--- src/hw/rtl/pcfa_pkg.sv ---
// Shared types and constants of the point charge field accumulator.
// No dependencies.
package pcfa_pkg;

  localparam int unsigned ArithW     = 128;
  localparam int unsigned QueueDepth = 2;
  localparam int unsigned CfgIndexW  = 2;

  typedef enum logic [CfgIndexW-1:0] {
    CfgTpX = 2'd0,
    CfgTpY = 2'd1,
    CfgTpZ = 2'd2
  } cfg_idx_e;

  typedef enum logic [2:0] {
    OpMul  = 3'b001,
    OpDiv  = 3'b010,
    OpSqrt = 3'b100
  } arith_op_e;

  // One classified charge: separation vector, 9*|q| and flags.
  typedef struct packed {
    logic [2:0][32:0] r;
    logic [34:0]      kq;
    logic             qneg;
    logic             singular;
    logic             skip;
    logic             last;
  } item_t;

  typedef struct packed {
    logic [47:0]      mag;
    logic [2:0][15:0] dir;
    logic             singular;
    logic             zero;
  } result_t;

  typedef struct packed {
    logic              start;
    arith_op_e         op;
    logic [ArithW-1:0] a;
    logic [ArithW-1:0] b;
  } arith_req_t;

  typedef struct packed {
    logic              done;
    logic [ArithW-1:0] res;
  } arith_rsp_t;

endpackage

--- src/hw/rtl/pcfa_front.sv ---
// Front end: test point registers, input transfer and classification of charges.
// Depends on pcfa_pkg.
module pcfa_front (
  input  logic                             clk_i,
  input  logic                             rst_ni,
  input  logic                             cfg_valid_i,
  output logic                             cfg_ready_o,
  input  logic [pcfa_pkg::CfgIndexW-1:0]   cfg_index_i,
  input  logic [31:0]                      cfg_data_i,
  input  logic                             in_valid_i,
  output logic                             in_ready_o,
  input  logic signed [31:0]               charge_nanocoulomb_i,
  input  logic signed [31:0]               source_x_i,
  input  logic signed [31:0]               source_y_i,
  input  logic signed [31:0]               source_z_i,
  input  logic                             final_charge_i,
  input  logic                             full_i,
  output logic                             push_o,
  output pcfa_pkg::item_t                  item_o
);

  logic [31:0] tp_q [3];
  logic [31:0] src [3];
  logic [31:0] abs_q;
  logic [2:0][32:0] r;
  logic        on_point;
  logic        q_zero;

  assign cfg_ready_o = 1'b1;

  always_ff @(posedge clk_i or negedge rst_ni) begin
    if (!rst_ni) begin
      tp_q[0] <= '0;
      tp_q[1] <= '0;
      tp_q[2] <= '0;
    end else if (cfg_valid_i) begin
      unique case (pcfa_pkg::cfg_idx_e'(cfg_index_i))
        pcfa_pkg::CfgTpX: tp_q[0] <= cfg_data_i;
        pcfa_pkg::CfgTpY: tp_q[1] <= cfg_data_i;
        pcfa_pkg::CfgTpZ: tp_q[2] <= cfg_data_i;
        default: ;
      endcase
    end
  end

  assign src[0] = source_x_i;
  assign src[1] = source_y_i;
  assign src[2] = source_z_i;

  always_comb begin
    for (int i = 0; i < 3; i++) begin
      r[i] = {tp_q[i][31], tp_q[i]} - {src[i][31], src[i]};
    end
  end

  assign abs_q    = charge_nanocoulomb_i[31] ? 32'd0 - charge_nanocoulomb_i
                                             : charge_nanocoulomb_i;
  assign on_point = (r[0] == '0) && (r[1] == '0) && (r[2] == '0);
  assign q_zero   = (charge_nanocoulomb_i == '0);

  always_comb begin
    item_o.r        = r;
    item_o.kq       = {abs_q, 3'b000} + {3'b000, abs_q};
    item_o.qneg     = charge_nanocoulomb_i[31];
    item_o.singular = on_point;
    item_o.skip     = on_point || q_zero;
    item_o.last     = final_charge_i;
  end

  assign in_ready_o = !full_i;
  assign push_o     = in_valid_i && !full_i;

endmodule

--- config.mk ---
export PLATFORM = sky130hd
export DESIGN_NAME = pcfa_front
export DESIGN_NICKNAME = d
export VERILOG_FILES = /design/src/hw/rtl/pcfa_pkg.sv /design/src/hw/rtl/pcfa_front.sv
export SDC_FILE = /design/constraint.sdc
export NUM_CORES = 1
export LEC_CHECK = 0
export BUFFER_PORTS_ARGS = -buffer_cell sky130_fd_sc_hd__buf_2
export CAP_MARGIN = 20
export CORE_MARGIN = 3
export CORE_UTILIZATION = 55
export DETAILED_ROUTE_END_ITERATION = 7
export HOLD_SLACK_MARGIN = 0.05
export PLACE_DENSITY = 0.94
export SKIP_LAST_GASP = 1
export SYNTH_ARGS = -nofsm -noshare
export SYNTH_HDL_FRONTEND = slang
export SYNTH_SLANG_ARGS = --single-unit
--- constraint.sdc ---
create_clock -name clk_i -period 6.2 [get_ports clk_i]
set_clock_uncertainty 0.1 [all_clocks]
set_input_delay 0.31 -clock clk_i [delete_from_list [all_inputs] [get_ports clk_i]]
set_output_delay 0.31 -clock clk_i [all_outputs]
set_load 0.02 [all_outputs]
==> results by stage, run 1 <==
Status:
- The run finished with clean final reports.

Yosys:
- The Yosys step of the flow raised 0 warnings.
- The combined area of all synthesized cells is 11300 um^2.
- The synthesized design contains 96 register bits.
- Among all flip-flop cells after synthesis, the most frequent one is dfrtp_1.
- After synthesis, the mean cell area works out to 8.35 um^2.
- The share of the Yosys chip area taken by registers is 0.213.
- The number of nets produced by synthesis is 1649.
- The distinct cell type count of the synthesized netlist is 84.
- Synthesis produced 1351 cells.
- For this run, asynchronously set or reset flops after synthesis account for 1.00.
- The count of flip-flops with a built-in enable after synthesis is 0.

GRT:
- The number of global-route vias before repair came to 11403.
- The met3 usage is 0.0477.
- The maximum number of pins on one net before global-route repair is 70.
- In the global route stage, overall resource usage came out at 0.312.
- The global routing stage identified its most utilized layer as met2.
- For this run, global-route usage on met1 was measured as 0.387.
- The global-route wire length before repair is 56200 um.
- After global routing the overflow that remains totals 0.
- The initial antenna violation count is 3.
- For met2 alone, demand over resource in global routing was 0.529.

Cells and area:
- The register with the most flip-flops in the layout has 96 of them.
- tp_q holds more flip-flops than any other register.
- In the final layout, the registers with the most flip-flops are tp_q x96.
- The area growth from synthesis to layout is 18.5%.
- The share of post-route cells with drive strength above 1 is 0.277.
- The net count of the finished layout is 1939.

Clocking:
- TritonCTS built the clock tree.
- At the later pin of the worst-skew pair, clock insertion delay measures 0.35 ns.
- The H-tree generated during clock tree synthesis spans 3 levels.
- Counting every sink on the clock net gives 96.
- The clock tree buffer depth is 2.
- The tree is rooted in a clkbuf_16.
- In this run, post-CTS repair resized a total of 0 instances.
- Counting the buffers created by CTS gives 9.
- The clock-pin transition on the worst setup and hold timing paths is 0.06 ns.

Worst setup path:
- Measured in cells, the most critical reg-to-reg path has a length of 1.
- The dominant cell type by count on the critical path is a21oi_1.
- STA classifies the critical path startpoint as an input port.
- The worst setup path category is in -> out.
- The delay contributed by the slowest stage of the critical path is 0.52 ns.
- The data required time at the worst endpoint is 5.79 ns.
- Walking the worst path, the cells encountered are buf_2 -> or4_1 -> or2_2 -> or3_1 -> o41ai_1 -> xnor2_1 -> ha_1 -> and3_1 -> a221o_1 -> a2111oi_0 -> a21oi_1 -> and2_1 -> nor3_1 -> o31a_1 -> a21oi_1 -> a21oi_1 -> nor2b_1 -> o21ai_2 -> xnor2_1 -> buf_2.
- The worst register-to-register path has a setup slack of 5.29 ns.
- The destination of the worst register-to-register timing path is tp_q[83].
- The data arrival time of the critical path is 5.25 ns.
- For this design, the slowest cell found on the critical path is or4_1.
- The worst register-to-register path begins at tp_q[83].
- The capturing element type of the critical path is an output port.
- The maximum net fanout on the critical path is 6.

Power and ir drop:
- IR analysis of the VDD net gives a maximum drop of 0.262 mV.
- Summed over all cells, the static leakage comes to 0.00662 uW.
- For this design the ratio of total power to cell area is 340 nW/um^2.

Worst hold path:
- The type of the most critical hold path is in -> reg.
- The end of the worst hold path is tp_q[64].
- The cell count of the worst hold path is 3.
- In this run the most critical hold path is launched from cfg_data_i[0].

Detailed routing:
- After detailed routing, the total wire length is 35900 um.
- Across all layers, the routed design uses 11674 vias.
- The average wire per cell in the routed design is 18.8 um.
- The DRC violation total after the first TritonRoute iteration is 802.
- Dividing the detail-routed via count by the number of cells gives 6.11.
- The detail route stage leaves a number of antenna-violating nets equal to 0.
- The number of iterations in the first detailed-routing pass is 7.
- The count of unresolved DRC violations after routing is 0.

Floorplanning:
- 309 I/O pins were placed.
- The floorplan die width is 149 um.
- The area of the core is 19800 um^2.
- The floorplan step defined a die boundary enclosing 22300 um^2.
- In this run the core area contains 51 standard-cell rows.
- The floorplan step set the die height to 149 um.
- The starting density of the core is 0.570.

STA:
- Once routing completed, OpenROAD measured the worst setup slack at 0.537 ns.
- The number of slew-limit violations in the final report is 0.
- Static timing analysis puts the maximum clock frequency at 177 MHz.
- The clock period minus worst slack is 5.66 ns.
- The number of setup violations in the final report is 0.
- The total negative slack is 0 ns.
- The final hold violation count is 0.
- The worst pin sits at a relative slew slack of 0.412.
- At the pin with the least slew margin, the transition time is 0.882 ns.
- Setup repair after global routing left no endpoint under its margin.
- The share of the clock period used by the worst path after layout is 0.913.

Placement:
- The routability-driven placement congestion ratio is 0.991.
- Input and output buffers added on the ports amount to 305.
- Timing analysis after detailed placement gives a worst setup slack of 0.614 ns.
- The total half-perimeter wirelength after legalization and detailed placement is 29700 um.

Job:
- The tool flagged a number of max-cap violations equal to 0.
==> metal layers <==
layer,part of all wire,wire length (um)
met5,0.00075,27
met4,0.055,1970
met2,0.47,16700
met3,0.087,3110
met1,0.39,14100
==> power breakdown <==
group          switching (uW)  total (uW)  internal, uW
logic                    1970        3120          1150
registers                72.0         817           745
clock network             243         605           362
==> through the flow <==
step                      hold WS (ns)  power, uW  cells  cell area, um^2  utilization
after detailed placement         0.147       3870   1894            13000        0.659
final                           0.0969       4540   1911            13400        0.675
after floorplan                -0.0856       2920   1351            11300            -
after global placement           0.143       3800   1894            13000        0.659
after CTS                       0.0985       4500   1910            13400        0.675
after global routing             0.133       4810   1911            13400        0.675
==> cell families (layout without fill, tap and decap cells) <==
group	after synthesis	after routing	synth area share
xor gates and xnor gates	127	127	0.0986
buffers and inverters	174	468	0.0606
DFF	96	96	0.213
other	1	2	0.000333
muxes	97	97	0.0966
AOI/OAI and AO/OA	375	375	0.223
adders and majority gates	130	130	0.147
and+or+nand+nor	351	351	0.161
==> worst max-delay path, delay by kind of cell <==
kind | cells | cell delay, ns
xor gates and xnor gates | 2 | 0.28
adders and majority gates | 1 | 0.37
AOI/OAI and AO/OA | 8 | 1.99
and+or+nand+nor | 7 | 1.99
buffers and inverters | 2 | 0.31
==> cell type report <==
class | count | area (um^2)
flip-flops and latches | 96 | 2400
fillers | 1569 | 6420
well taps | 265 | 332
multi-input cells | 1081 | 8200
repair buffers | 310 | 1570
inverters | 143 | 537
clock buffers | 10 | 239
clock inverters | 5 | 81.3
diodes | 1 | 2.50
==> how the worst max path moves through the flow <==
| stage | to | startpoint | slack, ns | cells past startpoint |
|---|---|---|---|---|
| global route | item_o[37] | charge_nanocoulomb_i[7] | 0.29 | 20 |
| detailed placement | item_o[37] | charge_nanocoulomb_i[7] | 0.61 | 20 |
| finish | item_o[37] | charge_nanocoulomb_i[7] | 0.54 | 20 |
| floorplan | item_o[37] | charge_nanocoulomb_i[9] | 1.15 | 19 |
| global placement | item_o[37] | charge_nanocoulomb_i[9] | 0.79 | 20 |
| CTS | item_o[37] | charge_nanocoulomb_i[7] | 0.57 | 20 |
==> layout by cell type, fill, tap and decap left out, types with 5 or more instances in the layout <==
cell type  netlist  final
xnor2_1        101    101
o21bai_1        14     14
a31oi_1          8      8
ha_1           126    126
a21oi_1        105    105
or2_2           10     10
and2_1           9      9
a21boi_0         7      7
nand3b_1         5      5
buf_4            6      5
o31a_1           6      6
nand3_1         16     16
nor2b_1         12     12
xor2_1          26     26
nor3_1          34     34
mux2_2          95     95
o211ai_1        10     10
or3_1           11     11
dfrtp_1         96     96
nor4_1          11     11
buf_2            0    304
o22ai_1          5      5
nor2_1          96     96
nand2b_1        17     17
nand2_1         70     70
a311oi_1         5      5
inv_1          143    143
o21ai_0         69     69
nand4_1         11     11
clkbuf_16        0      9
o21ai_1          5      5
and3_1          16     16
o31ai_1         12     12
or4_1           10     10
o21a_1          27     27
a221o_1          6      6
a21o_1          41     41
==> synth_stat cells (6+ instances only) <==
library cell    n  area [um^2]
ha_1          126         1580
a21boi_0        7         52.6
xor2_1         26          228
or2_2          10         62.6
xnor2_1       101          885
o211ai_1       10         75.1
a31oi_1         8         50.1
and2_1          9         56.3
clkbuf_1       22         82.6
nor4_1         11         68.8
a21oi_1       105          526
dfrtp_1        96         2400
buf_4           6         45.0
nor2_1         96          360
nor3_1         34          170
mux2_2         95         1070
o21a_1         27          203
a21o_1         41          308
or3_1          11         68.8
nand2_1        70          263
nand3_1        16         80.1
o21bai_1       14          105
inv_1         143          537
o21ai_0        69          345
and3_1         16          100
a221o_1         6         60.1
o31a_1          6         52.6
nand4_1        11         68.8
nor2b_1        12         75.1
nand2b_1       17          106
o31ai_1        12         90.1
or4_1          10         75.1
==> repair_timing <==
| action | 4_1_cts | 5_1_grt |
|---|---|---|
| hold buffers | 1 | 0 |
| hold endpoints to repair | 27 | 0 |
| buffers inserted | 0 | 0 |
(Power assumes the default switching activity.)
==> run 2: changes to the inputs <==
CORE_UTILIZATION = 40   (was 55)
PLACE_DENSITY = 0.75   (was 0.94)
==> results by stage, run 2 (same netlist as run 1, synthesis figures left out) <==
Worst setup path:
- The maximum net fanout on the critical path was 6 (unchanged).
- The nature of the critical path startpoint is an input port (unchanged).
- The capturing element type of the critical path is an output port (unchanged).
- The reg2reg setup slack is 5.29 ns (about the same).
- The worst setup path category is in -> out (unchanged).
- The data arrival time of the critical path is 5.24 ns (was 5.25 ns).
- The data required time at the worst endpoint came to 5.79 ns (about the same).

GRT:
- The number of global-route vias before repair came to 10774 (was 11403).
- The total grt overflow is 0 (unchanged).
- The global-route wire length before repair is 56500 um (was 56200 um).
- The combined global-route utilization of all metal layers came to 0.230 (was 0.312).
- The maximum number of pins on one net before global-route repair came to 54 (was 70).
- The initial antenna violation count is 2 (was 3).

Detailed routing:
- The count of unresolved DRC violations after routing is 0 (unchanged).
- The total wirelength of the detailed-routed design is 36500 um (was 35900 um).
- The post-detailed-route via-to-cell ratio is 5.59 (was 6.11).
- The average wire per cell in the routed design is 18.1 um (was 18.8 um).
- The final antenna-violating net count is 0 (unchanged).
- The total vias in the final route is 11273 (was 11674).
- The number of iterations in the first detailed-routing pass is 5 (was 7).
- The DRC violation total after the first TritonRoute iteration is 728 (was 802).

Placement:
- The total half-perimeter wirelength after legalization and detailed placement is 30900 um (was 29700 um).
- The count of input and output buffers came to 305 (unchanged).
- The routability-driven placement congestion ratio is 0.982 (was 0.991).

Cells and area:
- The count of antenna diodes in the layout is 0 (was 1).
- The net count of the finished layout is 1939 (unchanged).
- The flip-flop count of the largest register, all copies and words added came to 96 (unchanged).
- The area of combinational cells with multiple inputs is 8200 um^2 (unchanged).
- The commonest non-fill, non-tap cell in the layout is buf_2 (unchanged).
- The layout-stage area growth over the synthesis result came to 19.8% (was 18.5%).
- Largest registers ranked by flip-flop count: tp_q x96 (unchanged).
- The share of post-route cells with drive strength above 1 came to 0.278 (was 0.277).
- Most used cells in the layout excluding fill and tap cells: buf_2, inv_1, ha_1, a21oi_1, xnor2_1 (unchanged).
- The register with the most flip-flops was tp_q (unchanged).
- The register cell area after layout was 2400 um^2 (unchanged).
- The number of fill cells is 2663 (was 1569).

STA:
- The total negative slack is 0 ns (unchanged).
- The worst hold-check slack came to 0.0948 ns (was 0.0969 ns).
- The final hold violation count is 0 (unchanged).
- The share of the clock period used by the worst path after layout came to 0.911 (was 0.913).
- The slew at the pin closest to its max-slew limit came to 0.798 ns (was 0.882 ns).
- The worst slew margin relative to its limit is 0.461 (was 0.412).
- The number of slew-limit violations in the final report is 0 (unchanged).
- The clock period minus worst slack is 5.65 ns (was 5.66 ns).
- Unrepaired setup endpoints after global routing: no (unchanged).
- The number of setup violations in the final report came to 0 (unchanged).
- The maximum clock rate came to 177 MHz (about the same).

Floorplanning:
- The number of I/O pins is 309 (unchanged).
- The floorplan die width was 174 um (was 149 um).
- The site row count is 60 (was 51).
- The area of the core is 27300 um^2 (was 19800 um^2).
- The starting density of the core is 0.413 (was 0.570).
- The die footprint is 30200 um^2 (was 22300 um^2).
- The height of the chip was 174 um (was 149 um).

Clocking:
- The number of hold buffers added after CTS was 1 (unchanged).
- The H-tree level count is 3 (unchanged).
- The root buffer selected by CTS is clkbuf_16 (unchanged).
- The clock tree buffer depth is 2 (unchanged).
- The clock tree from TritonCTS is yes (unchanged).
- The post-CTS setup buffer count is 0 (unchanged).
- The number of CTS-inserted buffers is 9 (unchanged).
- The number of clock sinks is 96 (unchanged).
- The clock-pin transition on the worst setup and hold timing paths came to 0.06 ns (about the same).
- The latest clock arrival within the worst-skew pair is 0.35 ns (about the same).
- The post-CTS resize count was 0 (unchanged).

Power and ir drop:
- The fraction of power spent switching nets is 0.499 (was 0.502).
- The internal cell power is 2290 uW (was 2260 uW).
- The reported leakage power is 0.00664 uW (was 0.00662 uW).
- The power per cell area came to 339 nW/um^2 (was 340 nW/um^2).
- The peak supply drop came to 0.170 mV (was 0.262 mV).
- The register share of total power is 0.178 (was 0.180).
- The share of total power in combinational logic is 0.680 (was 0.687).
- The fraction of power consumed by the clock network came to 0.143 (was 0.133).
- The total net switching power came to 2290 uW (was 2280 uW).

Worst hold path:
- The type of the most critical hold path is in -> reg (unchanged).

Status:
- Outcome: finished clean (unchanged).

Job:
- The number of violations of the max-capacitance limit is 0 (unchanged).
## run 2: routing by layer
metal | vias up | wire length (um) | track usage | share of wire
met5 | - | 23 | 0 | 0.00063
met4 | 4 | 1040 | 0.0744 | 0.028
met3 | 64 | 2060 | 0.0323 | 0.056
met2 | 400 | 17500 | 0.400 | 0.48
met1 | 5355 | 15800 | 0.293 | 0.43
li1 | 5450 | - | - | -
## run 2: worst paths after layout
kind | from | to | cells past startpoint
min | cfg_data_i[0] | tp_q[64] | 3
max in group asynchronous | rst_ni | tp_q[74] | 3
max | charge_nanocoulomb_i[9] | item_o[37] | 20
min in group asynchronous | rst_ni | tp_q[34] | 2
max reg2reg | tp_q[72] | tp_q[72] | 1
min reg2reg | tp_q[52] | tp_q[52] | 1
## run 2: final cells by class
class	instances	share of cell area
multi-input cells	1081	0.607
flip-flops and latches	96	0.178
repair buffers	310	0.116
inverters	143	0.0397
well taps	372	0.0344
clock buffers	9	0.0167
clock inverters	7	0.00870
## run 2: per-stage QoR
step / area [um^2] / power (uW) / std cells / setup WS, ns / utilization
3_3_place_gp: 13200 / 3860 / 2001 / 0.757 / 0.482
5_1_grt: 13500 / 4860 / 2018 / 0.261 / 0.495
6_report: 13500 / 4580 / 2018 / 0.552 / 0.495
2_1_floorplan: 11300 / 2920 / 1351 / 1.15 / -
4_1_cts: 13500 / 4570 / 2018 / 0.666 / 0.495
3_5_place_dp: 13200 / 3900 / 2001 / 0.707 / 0.482
## run 2: critical path, cell delays in order
cell and delay, ns:
buf_2 0.11, or4_1 0.52, or2_2 0.31, or3_1 0.38, o41ai_1 0.32, xnor2_1 0.15
ha_1 0.37, and3_1 0.25, a221o_1 0.36, a2111oi_0 0.50, a21oi_1 0.12, and2_1 0.20
nor3_1 0.26, o31a_1 0.23, a21oi_1 0.09, a21oi_1 0.23, nor2b_1 0.08, o21ai_2 0.13
xnor2_1 0.13, buf_2 0.18
## run 2: power by group through the flow
stage | Sequential [uW] | Clock [uW] | Combinational (uW)
finish | 813 | 654 | 3110
global route | 825 | 692 | 3340
CTS | 812 | 670 | 3090
detailed placement | 824 | 0 | 3080
global placement | 816 | 0 | 3050
floorplan | 801 | 0 | 2120
