**src/hw/rtl/pcfa_pkg.sv**
```systemverilog
// Shared types and constants of the point charge field accumulator.
// No dependencies.
package pcfa_pkg;

  localparam int unsigned ArithW     = 128;
  localparam int unsigned QueueDepth = 2;
  localparam int unsigned CfgIndexW  = 2;

  typedef enum logic [CfgIndexW-1:0] {
    CfgTpX = 2'd0,
    CfgTpY = 2'd1,
    CfgTpZ = 2'd2
  } cfg_idx_e;

  typedef enum logic [2:0] {
    OpMul  = 3'b001,
    OpDiv  = 3'b010,
    OpSqrt = 3'b100
  } arith_op_e;

  // One classified charge: separation vector, 9*|q| and flags.
  typedef struct packed {
    logic [2:0][32:0] r;
    logic [34:0]      kq;
    logic             qneg;
    logic             singular;
    logic             skip;
    logic             last;
  } item_t;

  typedef struct packed {
    logic [47:0]      mag;
    logic [2:0][15:0] dir;
    logic             singular;
    logic             zero;
  } result_t;

  typedef struct packed {
    logic              start;
    arith_op_e         op;
    logic [ArithW-1:0] a;
    logic [ArithW-1:0] b;
  } arith_req_t;

  typedef struct packed {
    logic              done;
    logic [ArithW-1:0] res;
  } arith_rsp_t;

endpackage

```
**src/hw/rtl/pcfa_fifo.sv**
```systemverilog
// Short queue of classified charges between front and back end.
// Depends on pcfa_pkg.
module pcfa_fifo #(
  parameter int unsigned Depth = pcfa_pkg::QueueDepth
) (
  input  logic            clk_i,
  input  logic            rst_ni,
  input  logic            push_i,
  input  pcfa_pkg::item_t item_i,
  output logic            full_o,
  input  logic            pop_i,
  output logic            valid_o,
  output pcfa_pkg::item_t item_o
);

  localparam int unsigned PtrW = (Depth > 1) ? $clog2(Depth) : 1;
  localparam int unsigned CntW = $clog2(Depth + 1);

  pcfa_pkg::item_t mem_q [Depth];
  logic [PtrW-1:0] wr_q, wr_d, rd_q, rd_d;
  logic [CntW-1:0] cnt_q, cnt_d;

  assign full_o  = (cnt_q == CntW'(Depth));
  assign valid_o = (cnt_q != '0);
  assign item_o  = mem_q[rd_q];

  always_comb begin
    wr_d  = wr_q;
    rd_d  = rd_q;
    cnt_d = cnt_q;
    if (push_i) begin
      wr_d = (wr_q == PtrW'(Depth - 1)) ? '0 : wr_q + 1'b1;
    end
    if (pop_i) begin
      rd_d = (rd_q == PtrW'(Depth - 1)) ? '0 : rd_q + 1'b1;
    end
    if (push_i && !pop_i) begin
      cnt_d = cnt_q + 1'b1;
    end else if (pop_i && !push_i) begin
      cnt_d = cnt_q - 1'b1;
    end
  end

  always_ff @(posedge clk_i or negedge rst_ni) begin
    if (!rst_ni) begin
      wr_q  <= '0;
      rd_q  <= '0;
      cnt_q <= '0;
    end else begin
      wr_q  <= wr_d;
      rd_q  <= rd_d;
      cnt_q <= cnt_d;
    end
  end

  always_ff @(posedge clk_i) begin
    if (push_i) begin
      mem_q[wr_q] <= item_i;
    end
  end

endmodule

```
**config.mk**
```make
export PLATFORM = sky130hd
export DESIGN_NAME = pcfa_fifo
export DESIGN_NICKNAME = d
export VERILOG_FILES = /design/src/hw/rtl/pcfa_pkg.sv /design/src/hw/rtl/pcfa_fifo.sv
export SDC_FILE = /design/constraint.sdc
export NUM_CORES = 1
export LEC_CHECK = 0
export BUFFER_PORTS_ARGS = -buffer_cell sky130_fd_sc_hd__clkbuf_2
export CAP_MARGIN = 20
export CORE_MARGIN = 5
export CORE_UTILIZATION = 50
export DETAILED_ROUTE_END_ITERATION = 6
export GPL_TIMING_DRIVEN = 0
export PLACE_DENSITY = 0.74
export SLEW_MARGIN = 20
export SYNTH_ARGS = -nofsm -noshare
export SYNTH_HDL_FRONTEND = slang
export SYNTH_SLANG_ARGS = --single-unit
```
**constraint.sdc**
```tcl
create_clock -name clk_i -period 8.45 [get_ports clk_i]
set_input_delay 2.1125 -clock clk_i [delete_from_list [all_inputs] [get_ports clk_i]]
set_output_delay 2.1125 -clock clk_i [all_outputs]
set_load 0.005 [all_outputs]
```
==> results.md, run 1 <==
- Most common cell after layout, fill and taps aside: clkbuf_2
- Post-Synthesis Cell Area: roughly 10000 sq um
- Worst-skew pair later-pin latency: 530 ps
- CTS Buf Count: 28
- Synthesis-to-layout area growth: 28.0%
- Seq/Total Area, Yosys: between 80% and 90%
- Post-Synthesis Cells: ~450
- Post-synth top area share: 81.4%
- Die height: 153 um
- Yosys top cell by area: edfxtp_1
- Final Util: approximately 65%
- Row cnt: 52
- # DRC: 0
- Die Area: roughly 23000 sq um
- Critical path fanouts, max: 10
- Die Wd: approximately 150 um
- H-Tree Depth: 1
- Vias post-DR: 5226
- Setup crit end kind: primary output
- CP startpoint kind: flip-flop
- RSZ-0062 raised after global routing: no
- Crit path DAT: about 1900 ps
- Hold Vio Cnt, Final: 0
- Buffers added on ports: between 200 and 300
- Slew HR: approximately 60%
- I/O pins: approximately 280
- RD Place Congestion: between 0.7 and 0.8
- CTS tree: built
- Tcrit/Tclk final: ~47%
- Clk root buf: clkbuf_16
- Finish-stage setup viols: 0
- Crit path required time: ~6300 ps
- Post-cts resize count: 0
- Hold Path Cell Cnt: 1
- Antenna-violating nets left: 0
- Net Count, Synth: slightly below 600
- CTS Sinks: 280
- Starting Density: between 50 and 60%
- FF-to-FF Start: wr_q
- Worst Setup Path Type: reg2out
- Clock slew at reported path FFs: about 60 ps
- Worst Hold Class: reg2reg
- Clk_skew: just over 5 ps
- Final WL: 20.2 mm
- NumNets Final: between 900 and 1000
- Post-layout min period: around 4000 ps
- Syn avg cell area: approximately 23 sq um
- Setup tns final: 0 ps
- First-pass GRT wire length: between 30 and 40 mm
- Gr usage total: around 17%
- Wire per inst: roughly 19 um
- Largest net degree at the start of global routing: between 50 and 60
- Leakage: ~5 nW
- ANT cells: 0
- Max Root-Sink Buffers: 3
- GRT overflow: 0
- Status: completed
- Seq cells post-synth: 280
- R2R Path End: mem_q[0][64]
- Routed vias/inst: between 4 and 5
- R2R depth: 5
- Power per cell area: roughly 330 nW/um^2
- DP HPWL: 14.5 mm
- Initial DRC count: about 200
- Reg2reg setup slack: about 6400 ps
- YS warnings: 0
- Post-CTS setup buffer count: 0
- Worst-margin pin slew: around 600 ps
- Hold path startpoint: cnt_q[1]
- Number of global-route vias before repair: between 5000 and 6000
- FF/Latch Area: ~8400 sq um
- Commonest cells after routing, fill and taps aside: 281 x clkbuf_2, 276 x edfxtp_1, 138 x mux2_2, 28 x clkbuf_16, 11 x buf_6
- MaxCap Viol Count: 0
- Core area: 20200 sq um
- Multi-input gate area: roughly 1600 sq um
- Worst setup endpoint: item_o[20]
- FMAX: between 0.2 and 0.3 GHz
- Hold buffers post-CTS: 0
- Count of cell types in the netlist: 14
- Max VDD drop: ~0.24 mV
- Area contributors post-synth: edfxtp_1 81%, mux2_2 15%, buf_6 1.2%
- Pins Over Slew Limit: 0
- Initial antenna violation count: 0
- Worst setup path start: rd_q
- Layout cells sized above 1: around 60%
- Initial DRT Pass Iterations: 6
- Filler cells: approximately 1400
-- synthesized netlist by cell type --
cell type	instances
edfxtp_1	276
mux2_2	138
buf_6	11
dfrtp_1	4
xor2_1	4
buf_2	2
buf_4	2
nor2b_1	2
and2_1	1
ha_1	1
inv_1	1
nor2_1	1
or2_2	1
xnor2_1	1
-- power by group --
group,switching [mW],internal (mW),leakage (nW)
combinational,0.580,0.629,1.95
clock,0.471,0.668,0.406
sequential,0.0630,1.84,2.64
-- final cells by class --
class | count | area share [%]
plain buffers | 15 | 1.14
clock buffers | 36 | 5.61
clock inverters | 14 | 0.970
inverters | 1 | 0.0288
multi-input cells | 149 | 12.7
flip-flops and latches | 280 | 64.4
well taps | 270 | 2.59
repair buffers | 290 | 12.6
-- metrics by stage --
step                std cells  power [mW]  hold slack (ps)  cell area [sq um]  setup WS [ps]
CTS                      1055        4.32              484              13000           4400
floorplan                 445        2.62              447              10200           2300
global route             1055        4.47              511              13000           4370
finish                   1055        4.25              481              13000           4470
detailed placement       1005        3.16              466              12200           4520
global placement          996        3.10              468              11900            655
-- worst min path at each step --
stage / end
2_1_floorplan: cnt_q[1]
3_3_place_gp: cnt_q[1]
3_5_place_dp: cnt_q[1]
4_1_cts: cnt_q[1]
5_1_grt: cnt_q[1]
6_report: cnt_q[1]
-- routing by layer --
layer / part of all wire [%] / track usage, %
met4: 2.9 / 5.56
met1: 36 / 19.1
met5: 0 / 0
met3: 7.7 / 4.77
met2: 53 / 30.2
-- registers in the layout, indices dropped and copies added, names as in the netlist --
register,flops
cnt_q,2
mem_q,276
rd_q,1
wr_q,1
-- cells by family after synthesis --
| kind of cell | synth area share, % |
|---|---|
| mux | 15.3 |
| xor+xnor | 0.430 |
| buf+inv | 1.50 |
| flops | 82.4 |
| simple gates | 0.283 |
| fa+ha+maj | 0.123 |
-- worst max-delay path: stages, from the launching register on --
cell and delay [ps]:
dfrtp_1 380, buf_4 280, buf_6 200, mux2_2 350
clkbuf_2 130
Note: power is estimated with default switching activity, not from simulation.
==> inputs of run 2 (changes only) <==
==> constraint.sdc (replaced) <==
create_clock -name clk_i -period 3.95 [get_ports clk_i]
set_input_delay 0.9875 -clock clk_i [delete_from_list [all_inputs] [get_ports clk_i]]
set_output_delay 0.9875 -clock clk_i [all_outputs]
set_load 0.005 [all_outputs]
==> results.md, run 2 (same netlist as run 1, synthesis figures left out) <==
- Worst Setup Path Type: reg2out
- Finish-stage setup viols: 0 (unchanged)
- Initial DRC count: 274 (+38%)
- DP HPWL: 14.6 mm (+0.88%)
- Clk_skew: 14.3 ps (+9.11 ps)
- ANT cells: 0 (unchanged)
- First-pass GRT wire length: 31.3 mm (+0.93%)
- RSZ-0062 raised after global routing: no
- Status: completed
- Met1 Use GR: 19.1% (about the same)
- Number of global-route vias before repair: 5843 (+2.8%)
- Gr usage total: 16.9% (+0.18 points)
- Commonest cells after routing, fill and taps aside: 281 x clkbuf_2, 276 x edfxtp_1, 138 x mux2_2, 29 x clkbuf_16, 11 x buf_6
- Setup crit end kind: primary output
- GRT overflow: 0 (unchanged)
- CP startpoint kind: flip-flop
- CP bufs+invs: 3 (unchanged)
- Vias post-DR: 5253 (+0.52%)
- Hold buffers post-CTS: 0 (unchanged)
- Largest net degree at the start of global routing: 59 (+5.4%)
- Antenna-violating nets left: 0 (unchanged)
- Sw Ratio: 26.2% (about the same)
- CTS Sinks: 280 (unchanged)
- Reg2reg setup slack: 2060 ps (-4340 ps)
- Crit path DAT: 1900 ps (+30 ps)
- Die height: 153 um (unchanged)
- Slowest CP cell: dfrtp_1
- Regs by FF count: mem_q: 276 flops, cnt_q: 2 flops
- Power Internal: 6.87 mW (+120%)
- Critical path fanouts, max: 10 (unchanged)
- # DRC: 0 (unchanged)
- Met2 usage: 30.5% (+0.27 points)
- Initial DRT Pass Iterations: 4 (-2)
- Post-route design area: 13100 sq um (+0.47%)
- Worst-path cell chain: buf_4 -> buf_6 -> mux2_2 -> clkbuf_2
- Dpl cell area: 12100 sq um (-0.25%)
- GRT busiest layer: met2
- Post-layout min period: just under 3000 ps
- I/O pins: 282 (unchanged)
- RD Place Congestion: 0.756 (-1.7%)
- Clk pwr share: 28.6% (+1.8 points)
- MaxCap Viol Count: 0 (unchanged)
- Largest register by flop count: mem_q
- H-Tree Depth: 1 (unchanged)
- Initial antenna violation count: 1 (+1)
- Leakage: 5.03 nW (+0.75%)
- Clk root buf: clkbuf_16
- Final WL: 20.3 mm (+0.69%)
- Multi-input gate area: 1650 sq um (unchanged)
- CTS Buf Count: 29 (+3.6%)
- CTS tree: built
- Largest register FFs: 276 (unchanged)
- Max VDD drop: 0.504 mV (+110%)
- Clock slew at reported path FFs: 60 ps (about the same)
- FF/Latch Area: 8390 sq um (unchanged)
- Post-CTS setup buffer count: 0 (unchanged)
- Die Wd: 153 um (unchanged)
- Layout cells sized above 1: 62.0% (+0.86 points)
- CP delay by family, top: buffers and inverters
- Met3 Use GR: 5.03% (+0.26 points)
- Non-Filler Instances: 1057 (+0.19%)
- Seq pwr share: 43.7% (-1.1 points)
- Buffers added on ports: 281 (unchanged)
- Synthesis-to-layout area growth: 28.6%
- Most common cell after layout, fill and taps aside: clkbuf_2
- Filler cells: 1399 (-1.8%)
- FMAX: about 0.35 GHz
- NumNets Final: 908 (unchanged)
- Hold Vio Cnt, Final: 0 (unchanged)
- CP max stage delay: 390 ps (about the same)
- Worst Hold Class: in2async
- Die Area: 23300 sq um (unchanged)
- Comb pwr share: 27.7% (-0.7 points)
- Starting Density: 50.5% (unchanged)
- Slew HR: 61.1% (+1.4 points)
- Row cnt: 52 (unchanged)
- Worst-skew pair later-pin latency: 540 ps (about the same)
- Wire per inst: 19.2 um (+0.50%)
- Max Root-Sink Buffers: 3 (unchanged)
- Power per cell area: 711 nW/um^2 (+120%)
- Post-cts resize count: 0 (unchanged)
- Crit path required time: 2960 ps (-3380 ps)
- Net Switching: 2.44 mW (+120%)
- Pins Over Slew Limit: 0 (unchanged)
- Core area: 20200 sq um (unchanged)
- Total power: 9.30 mW (+120%)
- Placed cell count: 1004 (-0.10%)
- Tcrit/Tclk final: roughly 73%
- Routed vias/inst: 4.97 (+0.33%)
- Worst-margin pin slew: 582 ps (-20.9 ps)
-- run 2: worst reg2reg max path: cells and delay by family (launching register included) --
kind / cells / cell delay (ps)
simple gates: 1 / 500
flops: 1 / 430
buf+inv: 3 / 640
-- run 2: power groups by stage --
stage | Clock [mW] | Combinational (mW) | Sequential [mW]
after floorplan | 0 | 1.45 | 4.12
after global placement | 0 | 2.43 | 4.16
after detailed placement | 0 | 2.63 | 4.13
after CTS | 2.73 | 2.64 | 4.08
after global routing | 2.86 | 2.78 | 4.11
final | 2.66 | 2.57 | 4.07
-- run 2: layout make-up --
cell class                      instances  share of cell area, %
Multi-Input combinational cell        149                   12.6
Inverter                                1                 0.0287
Tap cell                              270                   2.58
Sequential cell                       280                   64.1
Clock buffer                           32                   5.63
Timing Repair Buffer                  289                   12.3
Clock inverter                         21                   1.62
Buffer                                 15                   1.14
-- run 2: metal layers --
layer | part of all wire [%] | wire length [um] | up-vias
met4 | 3.4 | 690 | 2
met3 | 7.5 | 1510 | 47
met2 | 53 | 10700 | 197
li1 | - | - | 2424
met1 | 36 | 7410 | 2583
met5 | 0.069 | 14 | -
-- run 2: worst paths after layout --
path,from,endpoint,depth (start not counted)
setup reg to reg,wr_q,mem_q[0][77],4
hold / removal,rst_ni,cnt_q[0],1
max in group asynchronous,rst_ni,cnt_q[1],1
setup / recovery,rd_q,item_o[21],4
min in group clk_i,cnt_q[1],cnt_q[1],1
hold reg to reg,cnt_q[1],cnt_q[1],1
-- run 2: stage by stage --
step	utilization [%]	TNS (ps)	worst slack (ps)	hold WS, ps
3_5_place_dp	60.2	0	1300	501
6_report	64.9	0	1060	243
2_1_floorplan	-	0	457	447
5_1_grt	64.9	0	952	227
4_1_cts	64.9	0	990	221
3_3_place_gp	59.2	-86130	-580	471
==> inputs of run 3 (changes only) <==
--- a/config.mk
+++ b/config.mk
@@ -8,10 +8,10 @@
 export BUFFER_PORTS_ARGS = -buffer_cell sky130_fd_sc_hd__clkbuf_2
 export CAP_MARGIN = 20
 export CORE_MARGIN = 5
-export CORE_UTILIZATION = 50
+export CORE_UTILIZATION = 47
 export DETAILED_ROUTE_END_ITERATION = 6
 export GPL_TIMING_DRIVEN = 0
-export PLACE_DENSITY = 0.74
+export PLACE_DENSITY = 0.73
 export SLEW_MARGIN = 20
 export SYNTH_ARGS = -nofsm -noshare
 export SYNTH_HDL_FRONTEND = slang
==> constraint.sdc (replaced) <==
create_clock -name clk_i -period 2.63 [get_ports clk_i]
set_input_delay 0.6575 -clock clk_i [delete_from_list [all_inputs] [get_ports clk_i]]
set_output_delay 0.6575 -clock clk_i [all_outputs]
set_load 0.005 [all_outputs]
==> results.md, run 3 (same netlist as run 1, synthesis figures left out) <==
- CTS tree: built
- Die height: 157 um (+2.9%)
- Setup tns final: 0 ps (unchanged)
- Clock slew at reported path FFs: 60 ps (about the same)
- Clk_skew: 7.72 ps (-6.56 ps)
- H-Tree Depth: 1 (unchanged)
- Number of global-route vias before repair: 5688 (-2.7%)
- Regs by FF count: mem_q: 276 flops, cnt_q: 2 flops
- Post-CTS setup buffer count: 0 (unchanged)
- CP startpoint kind: flip-flop
- Worst Hold Class: in2reg
- Row cnt: 53 (+1.9%)
- Largest net degree at the start of global routing: 60 (+1.7%)
- Slowest CP cell: dfrtp_1
- Leakage: 5.08 nW (+1.0%)
- Power per cell area: 1090 nW/um^2 (+53%)
- Final WL: 20.3 mm (about the same)
- Wire per inst: 19.1 um (-0.43%)
- Setup crit end kind: primary output
- Initial antenna violation count: 1 (unchanged)
- Worst-margin pin slew: 568 ps (-13.7 ps)
- Routed vias/inst: 4.91 (-1.2%)
- Buffers added on ports: 281 (unchanged)
- CTS Buf Count: 28 (-3.4%)
- Max VDD drop: 0.596 mV (+18%)
- Crit path DAT: 1810 ps (-90 ps)
- Filler cells: 1484 (+6.1%)
- Commonest cells after routing, fill and taps aside: 281 x clkbuf_2, 276 x edfxtp_1, 138 x mux2_2, 29 x clkbuf_16, 12 x buf_6
- RSZ-0062 raised after global routing: no
- Max Root-Sink Buffers: 3 (unchanged)
- Largest register by flop count: mem_q
- Pins Over Slew Limit: 0 (unchanged)
- Most common cell after layout, fill and taps aside: clkbuf_2
- First-pass GRT wire length: 30.6 mm (-2.2%)
- ANT cells: 0 (unchanged)
- MaxCap Viol Count: 0 (unchanged)
- Largest register FFs: 276 (unchanged)
- Clk root buf: clkbuf_16
- CP delay by family, top: buffers and inverters
- Die Area: 24700 sq um (+6.0%)
- Worst Setup Path Type: reg2out
- CP max stage delay: 390 ps (about the same)
- RD Place Congestion: 0.785 (+3.7%)
- Starting Density: 48.1% (-2.3 points)
- Gr usage total: 15.9% (-1.0 points)
- Synthesis-to-layout area growth: 29.7%
- Crit path required time: 1970 ps (-990 ps)
- Slew HR: 62.0% (+0.91 points)
- GRT overflow: 0 (unchanged)
- Status: completed
- Layout cells sized above 1: 62.5% (+0.51 points)
- Worst-path cell chain: buf_4 -> buf_6 -> mux2_2 -> clkbuf_2
- Antenna-violating nets left: 0 (unchanged)
- Final Util: 62.4% (-2.5 points)
- Tcrit/Tclk final: roughly 94%
- Core area: 21200 sq um (+4.9%)
- Vias post-DR: 5213 (-0.76%)
- I/O pins: 282 (unchanged)
- CP bufs+invs: 3 (unchanged)
- FMAX: approximately 0.4 GHz
- Initial DRT Pass Iterations: 4 (unchanged)
- Critical path fanouts, max: 10 (unchanged)
- Finish-stage setup viols: 0 (unchanged)
- Initial DRC count: 239 (-13%)
- NumNets Final: 908 (unchanged)
- Worst-skew pair later-pin latency: 520 ps (-20 ps)
- Die Wd: 157 um (+2.9%)
- Hold Vio Cnt, Final: 0 (unchanged)
- DP HPWL: 14.6 mm (-0.19%)
- CTS Sinks: 280 (unchanged)
- # DRC: 0 (unchanged)
- Post-layout min period: around 2500 ps
run 3: timing repair:
action,4_1_cts,5_1_grt
hold buffers,1,0
gates resized for setup,0,1
endpoints found under the setup margin,0,2
hold endpoints to repair,4,0
run 3: area by class of cell:
cell class | instances | area (sq um) | share of cell area [%]
flip-flops and latches | 280 | 8390 | 63.5
multi-input cells | 149 | 1650 | 12.5
repair buffers | 290 | 1620 | 12.3
clock buffers | 30 | 729 | 5.52
well taps | 275 | 344 | 2.61
clock inverters | 22 | 319 | 2.42
plain buffers | 15 | 153 | 1.16
inverters | 1 | 3.75 | 0.0284
run 3: per-layer routing:
metal	up-vias	wire length, um	global-route usage [%]
li1	2423	-	-
met1	2543	7530	19.1
met2	203	10500	27.8
met3	42	1690	4.59
met4	2	605	5.00
met5	-	20	0
run 3: final timing paths:
kind	start	endpoint	slack [ps]	depth (start not counted)
hold reg to reg	cnt_q[1]	cnt_q[1]	490	1
max in group asynchronous	rst_ni	rd_q	1990	2
setup reg to reg	wr_q	mem_q[0][88]	930	3
min in group asynchronous	rst_ni	cnt_q[1]	510	2
setup / recovery	rd_q	item_o[105]	160	4
hold / removal	item_i[16]	mem_q[0][16]	320	1
run 3: where the power goes:
group	leakage, nW	switching [mW]	total [mW]	internal (mW)
combinational	1.94	1.90	3.90	2.00
sequential	2.64	0.200	6.11	5.91
clock	0.502	1.57	4.36	2.79
total	5.08	3.67	14.4	10.7
run 3: worst register-to-register path: cells and delay by family (launching register included):
kind / cells / cell delay [ps]
AND/OR/NAND/NOR: 1 / 490
buffers and inverters: 2 / 450
flip-flops: 1 / 430
run 3: stage by stage:
step                hold slack, ps  instance area [sq um]  cells  setup slack [ps]  total power [mW]
finish                         317                  13200   1062               162              14.4
detailed placement             469                  12100   1009               526              10.2
global route                   291                  13200   1062              53.1              15.0
CTS                            287                  13200   1062              48.2              14.6
floorplan                      362                  10200    445              -533              8.37
global placement               467                  11900   1001             -1530              9.89
